`src/hdl/sfa_pkg.sv`:
```
// Shared types and constants for the sprite frame animator.
package sfa_pkg;

    localparam int FRAME_W   = 10;
    localparam int TIME_W    = 32;
    localparam int SIZE_W    = 12;
    localparam int RECT_W    = 22;
    localparam int CFG_IDX_W = 3;
    localparam int CFG_DAT_W = 32;
    localparam int DIV_STEPS = FRAME_W;
    localparam int DIV_CNT_W = $clog2(DIV_STEPS + 1);

    localparam logic [FRAME_W-1:0] RST_START_FRAME   = '0;
    localparam logic [FRAME_W-1:0] RST_END_FRAME     = '0;
    localparam logic [TIME_W-1:0]  RST_FRAME_DELAY   = 32'd65536;
    localparam logic               RST_LOOP_MODE     = 1'b1;
    localparam logic [FRAME_W-1:0] RST_SHEET_COLUMNS = 10'd1;
    localparam logic [SIZE_W-1:0]  RST_FRAME_WIDTH   = 12'd2;
    localparam logic [SIZE_W-1:0]  RST_FRAME_HEIGHT  = 12'd2;

    typedef enum logic [0:0] {
        CMD_TICK      = 1'b0,
        CMD_SET_FRAME = 1'b1
    } t_command;

    typedef enum logic [CFG_IDX_W-1:0] {
        CFG_START_FRAME   = 3'd0,
        CFG_END_FRAME     = 3'd1,
        CFG_FRAME_DELAY   = 3'd2,
        CFG_LOOP_MODE     = 3'd3,
        CFG_SHEET_COLUMNS = 3'd4,
        CFG_FRAME_WIDTH   = 3'd5,
        CFG_FRAME_HEIGHT  = 3'd6
    } t_cfg_index;

    typedef enum logic [2:0] {
        ST_IDLE,
        ST_ACCUM,
        ST_STEP,
        ST_DIV_GO,
        ST_DIV_WAIT,
        ST_MUL_X,
        ST_MUL_Y,
        ST_DONE
    } t_state;

    typedef struct packed {
        logic [0:0]          command;
        logic [TIME_W-1:0]   elapsed_time;
        logic [FRAME_W-1:0]  frame_number;
    } t_in_item;

    typedef struct packed {
        logic [FRAME_W-1:0]  current_frame;
        logic [RECT_W-1:0]   rect_left;
        logic [RECT_W-1:0]   rect_top;
        logic [RECT_W-1:0]   rect_right;
        logic [RECT_W-1:0]   rect_bottom;
        logic                completed;
    } t_out_item;

    typedef struct packed {
        logic                start;
        logic [FRAME_W-1:0]  dividend;
        logic [FRAME_W-1:0]  divisor;
    } t_div_req;

    typedef struct packed {
        logic                done;
        logic [FRAME_W-1:0]  quotient;
        logic [FRAME_W-1:0]  remainder;
    } t_div_status;

endpackage

```
`src/hdl/sfa_if.sv`:
```
// Valid/ready channel interfaces for animator requests and results.
interface sfa_in_if;
    logic               valid;
    logic               ready;
    sfa_pkg::t_in_item  data;

    modport source (output valid, output data, input ready);
    modport sink (input valid, input data, output ready);
endinterface

interface sfa_out_if;
    logic                valid;
    logic                ready;
    sfa_pkg::t_out_item  data;

    modport source (output valid, output data, input ready);
    modport sink (input valid, input data, output ready);
endinterface

```
`src/hdl/sfa_divider.sv`:
```
// Restoring divider that yields one quotient bit per cycle.
module sfa_divider (
    input  logic                  i_clk,
    input  logic                  i_rst_n,
    input  sfa_pkg::t_div_req     i_req,
    output sfa_pkg::t_div_status  o_status
);

    logic [sfa_pkg::DIV_CNT_W-1:0] r_count;
    logic                          r_done;
    logic [sfa_pkg::FRAME_W-1:0]   r_rem;
    logic [sfa_pkg::FRAME_W-1:0]   r_quo;
    logic [sfa_pkg::FRAME_W-1:0]   r_divisor;
    logic [sfa_pkg::FRAME_W:0]     w_shifted;
    logic [sfa_pkg::FRAME_W:0]     w_trial;

    assign w_shifted = {r_rem, r_quo[sfa_pkg::FRAME_W-1]};
    assign w_trial   = w_shifted - {1'b0, r_divisor};

    always_ff @(posedge i_clk) begin
        if (!i_rst_n) begin
            r_count <= '0;
            r_done  <= 1'b0;
        end else if (i_req.start) begin
            r_count <= sfa_pkg::DIV_CNT_W'(sfa_pkg::DIV_STEPS);
            r_done  <= 1'b0;
        end else if (r_count != '0) begin
            r_count <= r_count - 1'b1;
            r_done  <= (r_count == sfa_pkg::DIV_CNT_W'(1));
        end
    end

    always_ff @(posedge i_clk) begin
        if (i_req.start) begin
            r_rem     <= '0;
            r_quo     <= i_req.dividend;
            r_divisor <= i_req.divisor;
        end else if (r_count != '0) begin
            if (!w_trial[sfa_pkg::FRAME_W]) begin
                r_rem <= w_trial[sfa_pkg::FRAME_W-1:0];
                r_quo <= {r_quo[sfa_pkg::FRAME_W-2:0], 1'b1};
            end else begin
                r_rem <= w_shifted[sfa_pkg::FRAME_W-1:0];
                r_quo <= {r_quo[sfa_pkg::FRAME_W-2:0], 1'b0};
            end
        end
    end

    assign o_status.done      = r_done;
    assign o_status.quotient  = r_quo;
    assign o_status.remainder = r_rem;

endmodule

```
`src/hdl/sprite_frame_animator.sv`:
```
// Top level of the sprite-sheet frame animation controller.
// Each accepted request passes through the accumulate, step (running ticks only), divide, multiply and done states.
// Throughput: one request at a time; the next is taken the cycle after the result is registered.
// Column and row come from the serial divider as remainder and quotient of the frame number.
// A result waiting in the output register holds the controller in its done state, so it blocks the next request.
// Synchronous active-low reset restores register defaults and clears frame, time and flag.
module sprite_frame_animator (
    input  logic                              i_clk,
    input  logic                              i_rst_n,
    sfa_in_if.sink                            i_in,
    sfa_out_if.source                         o_out,
    input  logic                              i_cfg_we,
    input  logic [sfa_pkg::CFG_IDX_W-1:0]     i_cfg_index,
    input  logic [sfa_pkg::CFG_DAT_W-1:0]     i_cfg_data
);

    logic [sfa_pkg::FRAME_W-1:0] r_start_frame;
    logic [sfa_pkg::FRAME_W-1:0] r_end_frame;
    logic [sfa_pkg::TIME_W-1:0]  r_frame_delay;
    logic                        r_loop_mode;
    logic [sfa_pkg::FRAME_W-1:0] r_sheet_columns;
    logic [sfa_pkg::SIZE_W-1:0]  r_frame_width;
    logic [sfa_pkg::SIZE_W-1:0]  r_frame_height;

    sfa_pkg::t_state             r_state;
    sfa_pkg::t_state             n_state;
    sfa_pkg::t_in_item           r_item;
    logic [sfa_pkg::FRAME_W-1:0] r_frame;
    logic [sfa_pkg::TIME_W-1:0]  r_acc;
    logic                        r_done_flag;
    logic [sfa_pkg::RECT_W-1:0]  r_left;
    logic [sfa_pkg::RECT_W-1:0]  r_top;
    logic                        r_out_valid;
    sfa_pkg::t_out_item          r_out;

    logic                        w_active;
    logic [sfa_pkg::TIME_W:0]    w_sum;
    logic [sfa_pkg::TIME_W-1:0]  w_sat_sum;
    logic [sfa_pkg::TIME_W:0]    w_diff;
    logic                        w_advance;
    logic [sfa_pkg::FRAME_W:0]   w_next;
    logic                        w_out_of_range;
    logic [sfa_pkg::FRAME_W-1:0] w_mul_a;
    logic [sfa_pkg::SIZE_W-1:0]  w_mul_b;
    logic [sfa_pkg::RECT_W-1:0]  w_product;
    logic                        w_out_free;
    sfa_pkg::t_div_req           w_div_req;
    sfa_pkg::t_div_status        w_div_status;

    always_ff @(posedge i_clk) begin
        if (!i_rst_n) begin
            r_start_frame   <= sfa_pkg::RST_START_FRAME;
            r_end_frame     <= sfa_pkg::RST_END_FRAME;
            r_frame_delay   <= sfa_pkg::RST_FRAME_DELAY;
            r_loop_mode     <= sfa_pkg::RST_LOOP_MODE;
            r_sheet_columns <= sfa_pkg::RST_SHEET_COLUMNS;
            r_frame_width   <= sfa_pkg::RST_FRAME_WIDTH;
            r_frame_height  <= sfa_pkg::RST_FRAME_HEIGHT;
        end else if (i_cfg_we) begin
            unique case (sfa_pkg::t_cfg_index'(i_cfg_index))
                sfa_pkg::CFG_START_FRAME: begin
                    r_start_frame <= i_cfg_data[sfa_pkg::FRAME_W-1:0];
                end
                sfa_pkg::CFG_END_FRAME: begin
                    r_end_frame <= i_cfg_data[sfa_pkg::FRAME_W-1:0];
                end
                sfa_pkg::CFG_FRAME_DELAY: begin
                    r_frame_delay <= i_cfg_data[sfa_pkg::TIME_W-1:0];
                end
                sfa_pkg::CFG_LOOP_MODE: begin
                    r_loop_mode <= i_cfg_data[0];
                end
                sfa_pkg::CFG_SHEET_COLUMNS: begin
                    r_sheet_columns <= i_cfg_data[sfa_pkg::FRAME_W-1:0];
                end
                sfa_pkg::CFG_FRAME_WIDTH: begin
                    r_frame_width <= i_cfg_data[sfa_pkg::SIZE_W-1:0];
                end
                sfa_pkg::CFG_FRAME_HEIGHT: begin
                    r_frame_height <= i_cfg_data[sfa_pkg::SIZE_W-1:0];
                end
                default: begin
                end
            endcase
        end
    end

    assign w_active  = (r_end_frame > r_start_frame);
    assign w_sum     = {1'b0, r_acc} + {1'b0, r_item.elapsed_time};
    assign w_sat_sum = w_sum[sfa_pkg::TIME_W] ? '1 : w_sum[sfa_pkg::TIME_W-1:0];
    assign w_diff    = {1'b0, r_acc} - {1'b0, r_frame_delay};
    assign w_advance = !w_diff[sfa_pkg::TIME_W] && (w_diff[sfa_pkg::TIME_W-1:0] != '0);
    assign w_next    = {1'b0, r_frame} + 1'b1;
    assign w_out_of_range = (w_next < {1'b0, r_start_frame}) || (w_next > {1'b0, r_end_frame});

    assign w_div_req.start    = (r_state == sfa_pkg::ST_DIV_GO);
    assign w_div_req.dividend = r_frame;
    assign w_div_req.divisor  = (r_sheet_columns == '0) ?
                                sfa_pkg::FRAME_W'(1) : r_sheet_columns;

    sfa_divider u_divider (
        .i_clk    (i_clk),
        .i_rst_n  (i_rst_n),
        .i_req    (w_div_req),
        .o_status (w_div_status)
    );

    assign w_mul_a   = (r_state == sfa_pkg::ST_MUL_X) ?
                       w_div_status.remainder : w_div_status.quotient;
    assign w_mul_b   = (r_state == sfa_pkg::ST_MUL_X) ? r_frame_width : r_frame_height;
    assign w_product = {{(sfa_pkg::RECT_W-sfa_pkg::FRAME_W){1'b0}}, w_mul_a} *
                       {{(sfa_pkg::RECT_W-sfa_pkg::SIZE_W){1'b0}}, w_mul_b};
    assign w_out_free = !r_out_valid || o_out.ready;

    always_comb begin
        n_state = r_state;
        unique case (r_state)
            sfa_pkg::ST_IDLE: begin
                if (i_in.valid) begin
                    n_state = sfa_pkg::ST_ACCUM;
                end
            end
            sfa_pkg::ST_ACCUM: begin
                if (r_item.command == sfa_pkg::CMD_TICK && w_active) begin
                    n_state = sfa_pkg::ST_STEP;
                end else begin
                    n_state = sfa_pkg::ST_DIV_GO;
                end
            end
            sfa_pkg::ST_STEP: begin
                n_state = sfa_pkg::ST_DIV_GO;
            end
            sfa_pkg::ST_DIV_GO: begin
                n_state = sfa_pkg::ST_DIV_WAIT;
            end
            sfa_pkg::ST_DIV_WAIT: begin
                if (w_div_status.done) begin
                    n_state = sfa_pkg::ST_MUL_X;
                end
            end
            sfa_pkg::ST_MUL_X: begin
                n_state = sfa_pkg::ST_MUL_Y;
            end
            sfa_pkg::ST_MUL_Y: begin
                n_state = sfa_pkg::ST_DONE;
            end
            sfa_pkg::ST_DONE: begin
                if (w_out_free) begin
                    n_state = sfa_pkg::ST_IDLE;
                end
            end
            default: begin
                n_state = sfa_pkg::ST_IDLE;
            end
        endcase
    end

    always_ff @(posedge i_clk) begin
        if (!i_rst_n) begin
            r_state <= sfa_pkg::ST_IDLE;
        end else begin
            r_state <= n_state;
        end
    end

    always_ff @(posedge i_clk) begin
        if (!i_rst_n) begin
            r_frame     <= '0;
            r_acc       <= '0;
            r_done_flag <= 1'b0;
        end else if (r_state == sfa_pkg::ST_ACCUM) begin
            if (r_item.command == sfa_pkg::CMD_TICK) begin
                if (w_active) begin
                    r_acc <= w_sat_sum;
                end
            end else if (r_item.frame_number <= r_end_frame) begin
                r_frame     <= r_item.frame_number;
                r_done_flag <= 1'b0;
            end
        end else if (r_state == sfa_pkg::ST_STEP && w_advance) begin
            r_acc <= w_diff[sfa_pkg::TIME_W-1:0];
            if (!w_out_of_range) begin
                r_frame <= w_next[sfa_pkg::FRAME_W-1:0];
            end else if (r_loop_mode) begin
                r_frame <= r_start_frame;
            end else begin
                r_frame     <= r_end_frame;
                r_done_flag <= 1'b1;
            end
        end
    end

    always_ff @(posedge i_clk) begin
        if (r_state == sfa_pkg::ST_IDLE && i_in.valid) begin
            r_item <= i_in.data;
        end
        if (r_state == sfa_pkg::ST_MUL_X) begin
            r_left <= w_product;
        end
        if (r_state == sfa_pkg::ST_MUL_Y) begin
            r_top <= w_product;
        end
    end

    always_ff @(posedge i_clk) begin
        if (!i_rst_n) begin
            r_out_valid <= 1'b0;
        end else if (r_state == sfa_pkg::ST_DONE && w_out_free) begin
            r_out_valid <= 1'b1;
        end else if (o_out.ready) begin
            r_out_valid <= 1'b0;
        end
    end

    always_ff @(posedge i_clk) begin
        if (r_state == sfa_pkg::ST_DONE && w_out_free) begin
            r_out.current_frame <= r_frame;
            r_out.rect_left     <= r_left;
            r_out.rect_top      <= r_top;
            r_out.rect_right    <= r_left + sfa_pkg::RECT_W'(r_frame_width);
            r_out.rect_bottom   <= r_top + sfa_pkg::RECT_W'(r_frame_height);
            r_out.completed     <= r_done_flag;
        end
    end

    assign i_in.ready  = (r_state == sfa_pkg::ST_IDLE);
    assign o_out.valid = r_out_valid;
    assign o_out.data  = r_out;

endmodule
```
`src/flat_wrapper.sv`:
```
// flat-port wrapper written by rule: the top's interface ports become plain ports
module sprite_frame_animator_flat 
  (i_clk, i_rst_n, i_cfg_we, i_cfg_index, i_cfg_data, i_in_valid, i_in_data, i_in_ready, o_out_valid, o_out_data, o_out_ready);
  sfa_in_if i_in_i ();
  sfa_out_if o_out_i ();
  input  logic i_clk;
  input  logic i_rst_n;
  input  logic i_cfg_we;
  input  logic [sfa_pkg::CFG_IDX_W-1:0] i_cfg_index;
  input  logic [sfa_pkg::CFG_DAT_W-1:0] i_cfg_data;
  input wire logic [$bits(i_in_i.valid)-1:0] i_in_valid;
  input wire logic [$bits(i_in_i.data)-1:0] i_in_data;
  output wire logic [$bits(i_in_i.ready)-1:0] i_in_ready;
  output wire logic [$bits(o_out_i.valid)-1:0] o_out_valid;
  output wire logic [$bits(o_out_i.data)-1:0] o_out_data;
  input wire logic [$bits(o_out_i.ready)-1:0] o_out_ready;
  assign i_in_i.valid = i_in_valid;
  assign i_in_i.data = i_in_data;
  assign i_in_ready = i_in_i.ready;
  assign o_out_valid = o_out_i.valid;
  assign o_out_data = o_out_i.data;
  assign o_out_i.ready = o_out_ready;
  sprite_frame_animator u_core (.i_clk(i_clk), .i_rst_n(i_rst_n), .i_in(i_in_i), .o_out(o_out_i), .i_cfg_we(i_cfg_we), .i_cfg_index(i_cfg_index), .i_cfg_data(i_cfg_data));
endmodule
```
`config.mk`:
```
export PLATFORM = sky130hd
export DESIGN_NAME = sprite_frame_animator_flat
export DESIGN_NICKNAME = d
export VERILOG_FILES = /design/src/hdl/sfa_pkg.sv /design/src/hdl/sfa_if.sv /design/src/hdl/sfa_divider.sv /design/src/hdl/sprite_frame_animator.sv /design/src/flat_wrapper.sv
export SDC_FILE = /design/constraint.sdc
export NUM_CORES = 1
export LEC_CHECK = 0
export ABC_AREA = 1
export BUFFER_PORTS_ARGS = -buffer_cell sky130_fd_sc_hd__buf_2
export CAP_MARGIN = 5
export CORE_MARGIN = 2
export CORE_UTILIZATION = 58
export CTS_BUF_LIST = sky130_fd_sc_hd__clkbuf_4 sky130_fd_sc_hd__clkbuf_8
export DETAILED_ROUTE_END_ITERATION = 10
export GPL_TIMING_DRIVEN = 0
export MAX_ROUTING_LAYER = met4
export PLACE_DENSITY_LB_ADDON = 0.05
export SYNTH_ARGS = -nofsm -noshare
export SYNTH_HDL_FRONTEND = slang
export SYNTH_SLANG_ARGS = --single-unit
```
`constraint.sdc`:
```
create_clock -name i_clk -period 16 [get_ports i_clk]
set_input_delay 1.6 -clock i_clk [delete_from_list [all_inputs] [get_ports i_clk]]
set_output_delay 1.6 -clock i_clk [all_outputs]
set_load 0.02 [all_outputs]
```
* After elaboration in Yosys (flattened, before gate mapping)
Index checks and enable logic that the tools add are counted.
** Storage, ports and cells
- Logic and storage cells :: 127
- ROM bits :: 0
- Register bits after elaboration :: 355
- Input port bits :: 83
- RAM bits :: 0
- Latch bits :: 0
- Memories :: 0
** Operators by class
- Reductions and logical operators :: 30
- Divide/modulo/power cells :: 0
- Multiplexer cells :: 32
- Equal/unequal tests :: 22
- Add/sub/neg operators :: 7
- Bitwise logic cells :: 2
- $mul :: 1
- Order comparisons :: 4
- Shift-type cells :: 0
** Operators by type and width (number)
- two-way mux 32 bit :: 5
- two-way mux 10 bit :: 10
- adder 22 x 12 -> 22 bit :: 2
- adder 32 x 32 -> 33 bit :: 1
- subtractor 32 x 32 -> 33 bit :: 1
- nonzero test 32 bit :: 1
- one-hot mux 3 bit (8 select lines) :: 1
- multiplier 10 x 12 -> 22 bit :: 1
- == test 3 bit (second input constant) :: 7
- AND reduction 2 bit :: 7
- == test 3 x 2 -> 1 bit (second input constant) :: 4
- two-way mux 12 bit :: 1
- adder 10 x 1 -> 11 bit (second input constant) :: 1
- > comparator 11 x 10 -> 1 bit :: 1
- less-than comparator 11 x 10 -> 1 bit :: 1
- subtractor 11 x 10 -> 11 bit :: 1
- > comparator 10 bit :: 1
- less-or-equal comparator 10 bit :: 1
- logical NOT 10 bit :: 1
- two-way mux 1 bit :: 10
- inequality test 2 bit (second input constant) :: 5
- two-way mux 3 bit :: 3
- AND reduction 3 bit :: 3
- two-way mux 4 bit :: 2
- 13 further kinds :: 27

* Logic depth before layout (Yosys ltp)
- Depth after elaboration :: 6
- Depth in mapped cells :: 31
- Mapped depth without buffers :: 29

* Cells and area by module
Synthesis repeated with hierarchy kept, for this count alone.
** Second synthesis, totals
- Cell total of the unflattened synthesis :: 3040
- Area, all modules :: 24090.6 µm²
** By module, submodules not included
- sprite_frame_animator :: cells each 2770, times used 1, sequential area each 8267.9 µm², area each 22084.9 µm²
- sfa_divider :: cells each 270, times used 1, sequential area each 900.9 µm², area each 2005.7 µm²

* Least setup slack after synthesis
Ideal clock, no wire load.
- Path type :: in2reg
- From :: input port o_out_ready
- To :: register u_core.r_out (netlist bit u_core.o_out.data[0]) (enable)
- Arrival :: 8.390 ns
- Required time :: 15.320 ns
- Path buffers :: 0
- Library setup time :: 0.680 ns
- Cell stages on the path :: 2
- Slack :: 6.930 ns
- Path through :: nor2_1 > nor3_1
** Between the ends
- Cells in the longest elaborated chain, start to end :: 2
** RTL lines
- start: declaration :: line flat_wrapper.sv:16 : input wire logic [$bits(o_out_i.ready)-1:0] o_out_ready;
- logical OR 1 bit :: line sprite_frame_animator.sv:113 : assign w_out_free = !r_out_valid || o_out.ready;
- logical AND 1 bit :: line sprite_frame_animator.sv:216 : if (r_state == sfa_pkg::ST_DONE && w_out_free) begin
- end: declaration :: line sprite_frame_animator.sv:34 : sfa_pkg::t_out_item r_out;
Every way passes these cells.
A chain may end at the register's enable or synchronous reset.

* Worst setup path after layout
- From :: register u_core.r_state[2]
- To :: register u_core.r_left[21] (netlist bit), data pin
** Between the ends
- Cells in the longest elaborated chain, start to end :: 3
- Elaborated cells on any way between the ends :: 4
** RTL lines
- start: declaration :: line sprite_frame_animator.sv:25 : sfa_pkg::t_state r_state;
- start signal: assignment :: line sprite_frame_animator.sv:160 : r_state <= sfa_pkg::ST_IDLE;
- start signal: assignment :: line sprite_frame_animator.sv:162 : r_state <= n_state;
- == test 3 bit (*) :: line sprite_frame_animator.sv:108, sprite_frame_animator.sv:110
- two-way mux 10 bit / two-way mux 12 bit (equally long branches) :: line sprite_frame_animator.sv:108, sprite_frame_animator.sv:110
- multiplier 10 x 12 -> 22 bit (*) :: line sprite_frame_animator.sv:111 : assign w_product = {{(sfa_pkg::RECT_W-sfa_pkg::FRAME_W){1'b0}}, w_mul_a} *
- net u_core.w_product, one bit :: line sprite_frame_animator.sv:45 : logic [sfa_pkg::RECT_W-1:0] w_product;
- end signal: assignment :: line sprite_frame_animator.sv:198 : r_left <= w_product;
- end: declaration :: line sprite_frame_animator.sv:31 : logic [sfa_pkg::RECT_W-1:0] r_left;
The timed path passes the listed nets; every way through them passes the cells marked *.

==> results.yml <==
timing:
  setup_viol_count_final: 0
  slew_headroom_pct: 13.5
  worst_pin_slew_ns: 1.29
  rsz0062_at_grt: "no"
  tns_ns: 0
  hold_slack_ns: 0.442
  finalHoldViolCount: 0
  finClkSkew_ns: 0.0441
  period_share_pct: 50.8
  drv_slew: 0
  max_freq_ghz: 0.123
  period_minus_slack_ns: 8.12
clock_tree:
  hold_buffers: 0
  path_clk_slew_ns: 0.06
  numCtsBuffers: 60
  htree_levels: 2
  cts.sinks: 355
  cts_max_path_buffers: 3
  clock_latency_ns: 0.70
  cts_root_buf: "clkbuf_8"
  cts_setup_buffers: 0
  cts_resized: 0
  cts_tree: "done"
layout:
  seqCellArea_mm2: 0.00917
  area_growth_syn_to_layout_pct: 12.6
  fin_nets: 3568
  postLayoutCellArea_mm2: 0.0267
  drive_gt1_share_pct: 10.4
  fillers: 3454
  multi_input_area_mm2: 0.0126
routing:
  dr.pass1.iters: 6
  top_layer_used: "met4"
  ant_nets: 0
  wl_met3_um: 4900
  vias: 20851
  drt-initial-drc-count: 1492
  drcViolationCount: 0
  routed_wl_um: 69700
  wl_met2_um: 34000
  wire_per_inst_um: 18.4
  vias_per_cell: 5.50
  m1WireLength_um: 27900
synthesis:
  yosys_warnings: 0
  synthXorXnorAreaFrac_pct: 3.66
  synth_cells: 2949
  ys_seq_area_share_pct: 38.7
  syn_area_per_cell_um2: 8.04
  syn-num-nets: 3310
  synthSimpleGateAreaFrac_pct: 20.5
  synthesis.area_mm2: 0.0237
  synth.area.mux_share_pct: 0
  synth_top_family_by_area: "simple AND/OR/NAND/NOR gates"
  synth-compound-area-share_pct: 11.5
  yosys.area_share.adder_pct: 17.3
  synth_cell_types: 53
  synth_seq_cells: 355
place:
  io_buffers: 182
  dpl_cell_area_mm2: 0.0255
  gp_congestion: 0.950
  hpwlAfterDp_um: 56600
pwr:
  swShare_pct: 46.4
  p_sw_mw: 1.99
  power_leakage_nw: 12.8
  power.density_mw_per_mm2: 161
  power_frac_seq_pct: 28.2
  irDropWorstVdd_v: 0.0000960
  p_clk_share_pct: 19.3
  power_mw: 4.30
  power.internal_mw: 2.30
  combPwrFrac_pct: 52.5
setup_path:
  worst_setup_path_start_kind: "flop"
  worst_path_most_repeated_cell: "inv_1"
  crit_fanout: 10
  cp-end-kind: "flop"
  crit_family: "adder cells"
  slowest_delay_ns: 0.80
  path_buf_inv: 8
  cp_slowest_cell: "o21ai_0"
  worstPathRequired_ns: 16.43
  crit_type: "flop to flop"
  cp.arrival_ns: 8.55
floorplan:
  core_mm2: 0.0406
  start_util_pct: 58.5
  ios: 184
  die_area_mm2: 0.0425
  row_count: 74
  die_y_um: 206
  dieWidth_um: 206
grt:
  grt_max_degree: 19
  grt_pass1_wl_um: 106000
  grt_util_all_layers_pct: 33.7
  grt_pass1_vias: 20183
  overflow: 0
  antenna_found_initial: 1
job:
  maxCapViolations: 0
outcome:
  outcome: "completed"
worst_hold_path:
  hold_path_class: "flop to flop"
==> logic make-up (layout without fill, tap and decap cells) <==
family	Yosys count	after routing
fa+ha+maj	278	278
buf+inv	520	827
compound gates	501	501
simple gates	1196	1196
flops	355	355
other cells	0	3
xor+xnor	99	99
==> cell type report <==
type	count	share of cell area, %
inverters	450	6.33
clock inverters	33	0.919
diodes	3	0.0281
repair buffers	196	4.03
flip-flops and latches	355	34.3
clock buffers	78	3.65
plain buffers	70	1.10
multi-input cells	2074	47.1
well taps	532	2.49
==> layout by cell type, fill, tap and decap left out, types with 6 or more instances in the layout <==
master / instances
nand2_1: 664
inv_1: 438
nor2_1: 325
a21oi_1: 216
edfxtp_1: 206
ha_1: 195
buf_2: 192
o21ai_0: 188
dfxtp_1: 149
nand3_1: 121
fa_1: 83
clkbuf_8: 62
xor2_1: 57
clkbuf_1: 55
xnor2_1: 42
nand4_1: 24
clkinv_1: 21
o21ai_1: 16
clkbuf_4: 16
a21o_1: 14
buf_6: 14
nor3_1: 13
nor4_1: 12
o211ai_1: 11
clkinv_2: 11
a31oi_1: 9
nand3b_1: 8
or2_2: 6
a21boi_0: 6
==> registers in the layout (all words and copies together), names as in the netlist <==
register and count:
u_core.r_frame_height 12, u_core.r_loop_mode 1, u_core.r_acc 32, u_core.r_frame_delay 32, u_core.r_state 3, u_core.u_divider.r_divisor 10, u_core.u_divider.r_rem 10, u_core.r_sheet_columns 10
u_core.r_frame 10, u_core.r_done_flag 1, u_core.r_item 43, u_core.r_end_frame 10, u_core.o_out.valid 1, u_core.u_divider.r_done 1, u_core.u_divider.r_count 4, u_core.r_left 22
u_core.r_start_frame 10, u_core.o_out.data 99, u_core.r_frame_width 12, u_core.u_divider.r_quo 10, u_core.r_top 22
==> synthesized netlist by cell type (all sizes together) <==
cell	instances	area, um^2
o21bai	6	48.8
o211a	1	10.0
nand3	125	646
nor4	12	75.1
nand2	669	2530
nor3	15	75.1
a21boi	8	60.1
o22ai	2	12.5
and3	1	6.26
a211oi	5	42.5
nor4b	1	8.76
a22oi	4	30.0
xor2	57	499
clkinv	8	30.0
o211ai	11	82.6
fa	83	1660
nand3b	8	60.1
o21a	5	37.5
o221ai	5	43.8
o31ai	4	30.0
o2111ai	3	26.3
edfxtp	206	6190
a21oi	217	1090
nand4	24	150
and2	4	25.0
ha	195	2440
or3	1	6.26
clkbuf	55	206
a31oi	9	56.3
a32oi	1	8.76
a21o	14	105
xnor2	42	368
a221oi	1	8.76
a31o	1	8.76
or2	6	37.5
dfxtp	149	2980
o21ai	204	1020
buf	15	87.6
inv	442	1660
nor2	330	1250
==> final timing paths <==
| check | end | slack, ns | depth (start not counted) | startpoint |
|---|---|---|---|---|
| worst max register to register | u_core.r_left[21]$_DFFE_PN_ | 7.88 | 29 | u_core.r_state[2]$_SDFFE_PN0P_ |
| worst max-delay path | u_core.r_left[21]$_DFFE_PN_ | 7.88 | 29 | u_core.r_state[2]$_SDFFE_PN0P_ |
| worst min-delay path | u_core.o_out.data[0]$_DFFE_PP_ | 0.44 | 0 | u_core.r_done_flag$_SDFFE_PN0P_ |
| worst min register to register | u_core.o_out.data[0]$_DFFE_PP_ | 0.44 | 0 | u_core.r_done_flag$_SDFFE_PN0P_ |
==> metrics by stage <==
| stage | setup WS, ns | util, % | std cells |
|---|---|---|---|
| after floorplan | 6.93 | - | 2949 |
| after global placement | 3.74 | 62.4 | 3663 |
| after detailed placement | 8.04 | 62.8 | 3677 |
| after CTS | 8.00 | 65.8 | 3788 |
| after global routing | 7.51 | 65.8 | 3788 |
| final | 7.88 | 65.8 | 3791 |
==> metal layers <==
| layer | GRT usage [%] | vias to the layer above |
|---|---|---|
| met5 | - | - |
| li1 | - | 10167 |
| met2 | 56.1 | 771 |
| met4 | 14.3 | 0 |
| met3 | 5.06 | 163 |
| met1 | 41.1 | 9750 |
==> power by group through the flow <==
stage | logic [mW] | clock network, mW | registers, mW
6_report | 2.26 | 0.828 | 1.21
5_1_grt | 2.53 | 0.879 | 1.22
4_1_cts | 2.23 | 0.839 | 1.21
3_5_place_dp | 2.21 | 0 | 1.23
3_3_place_gp | 2.16 | 0 | 1.23
2_1_floorplan | 1.63 | 0 | 1.18
No activity file was read; power rests on OpenSTA's default activity.
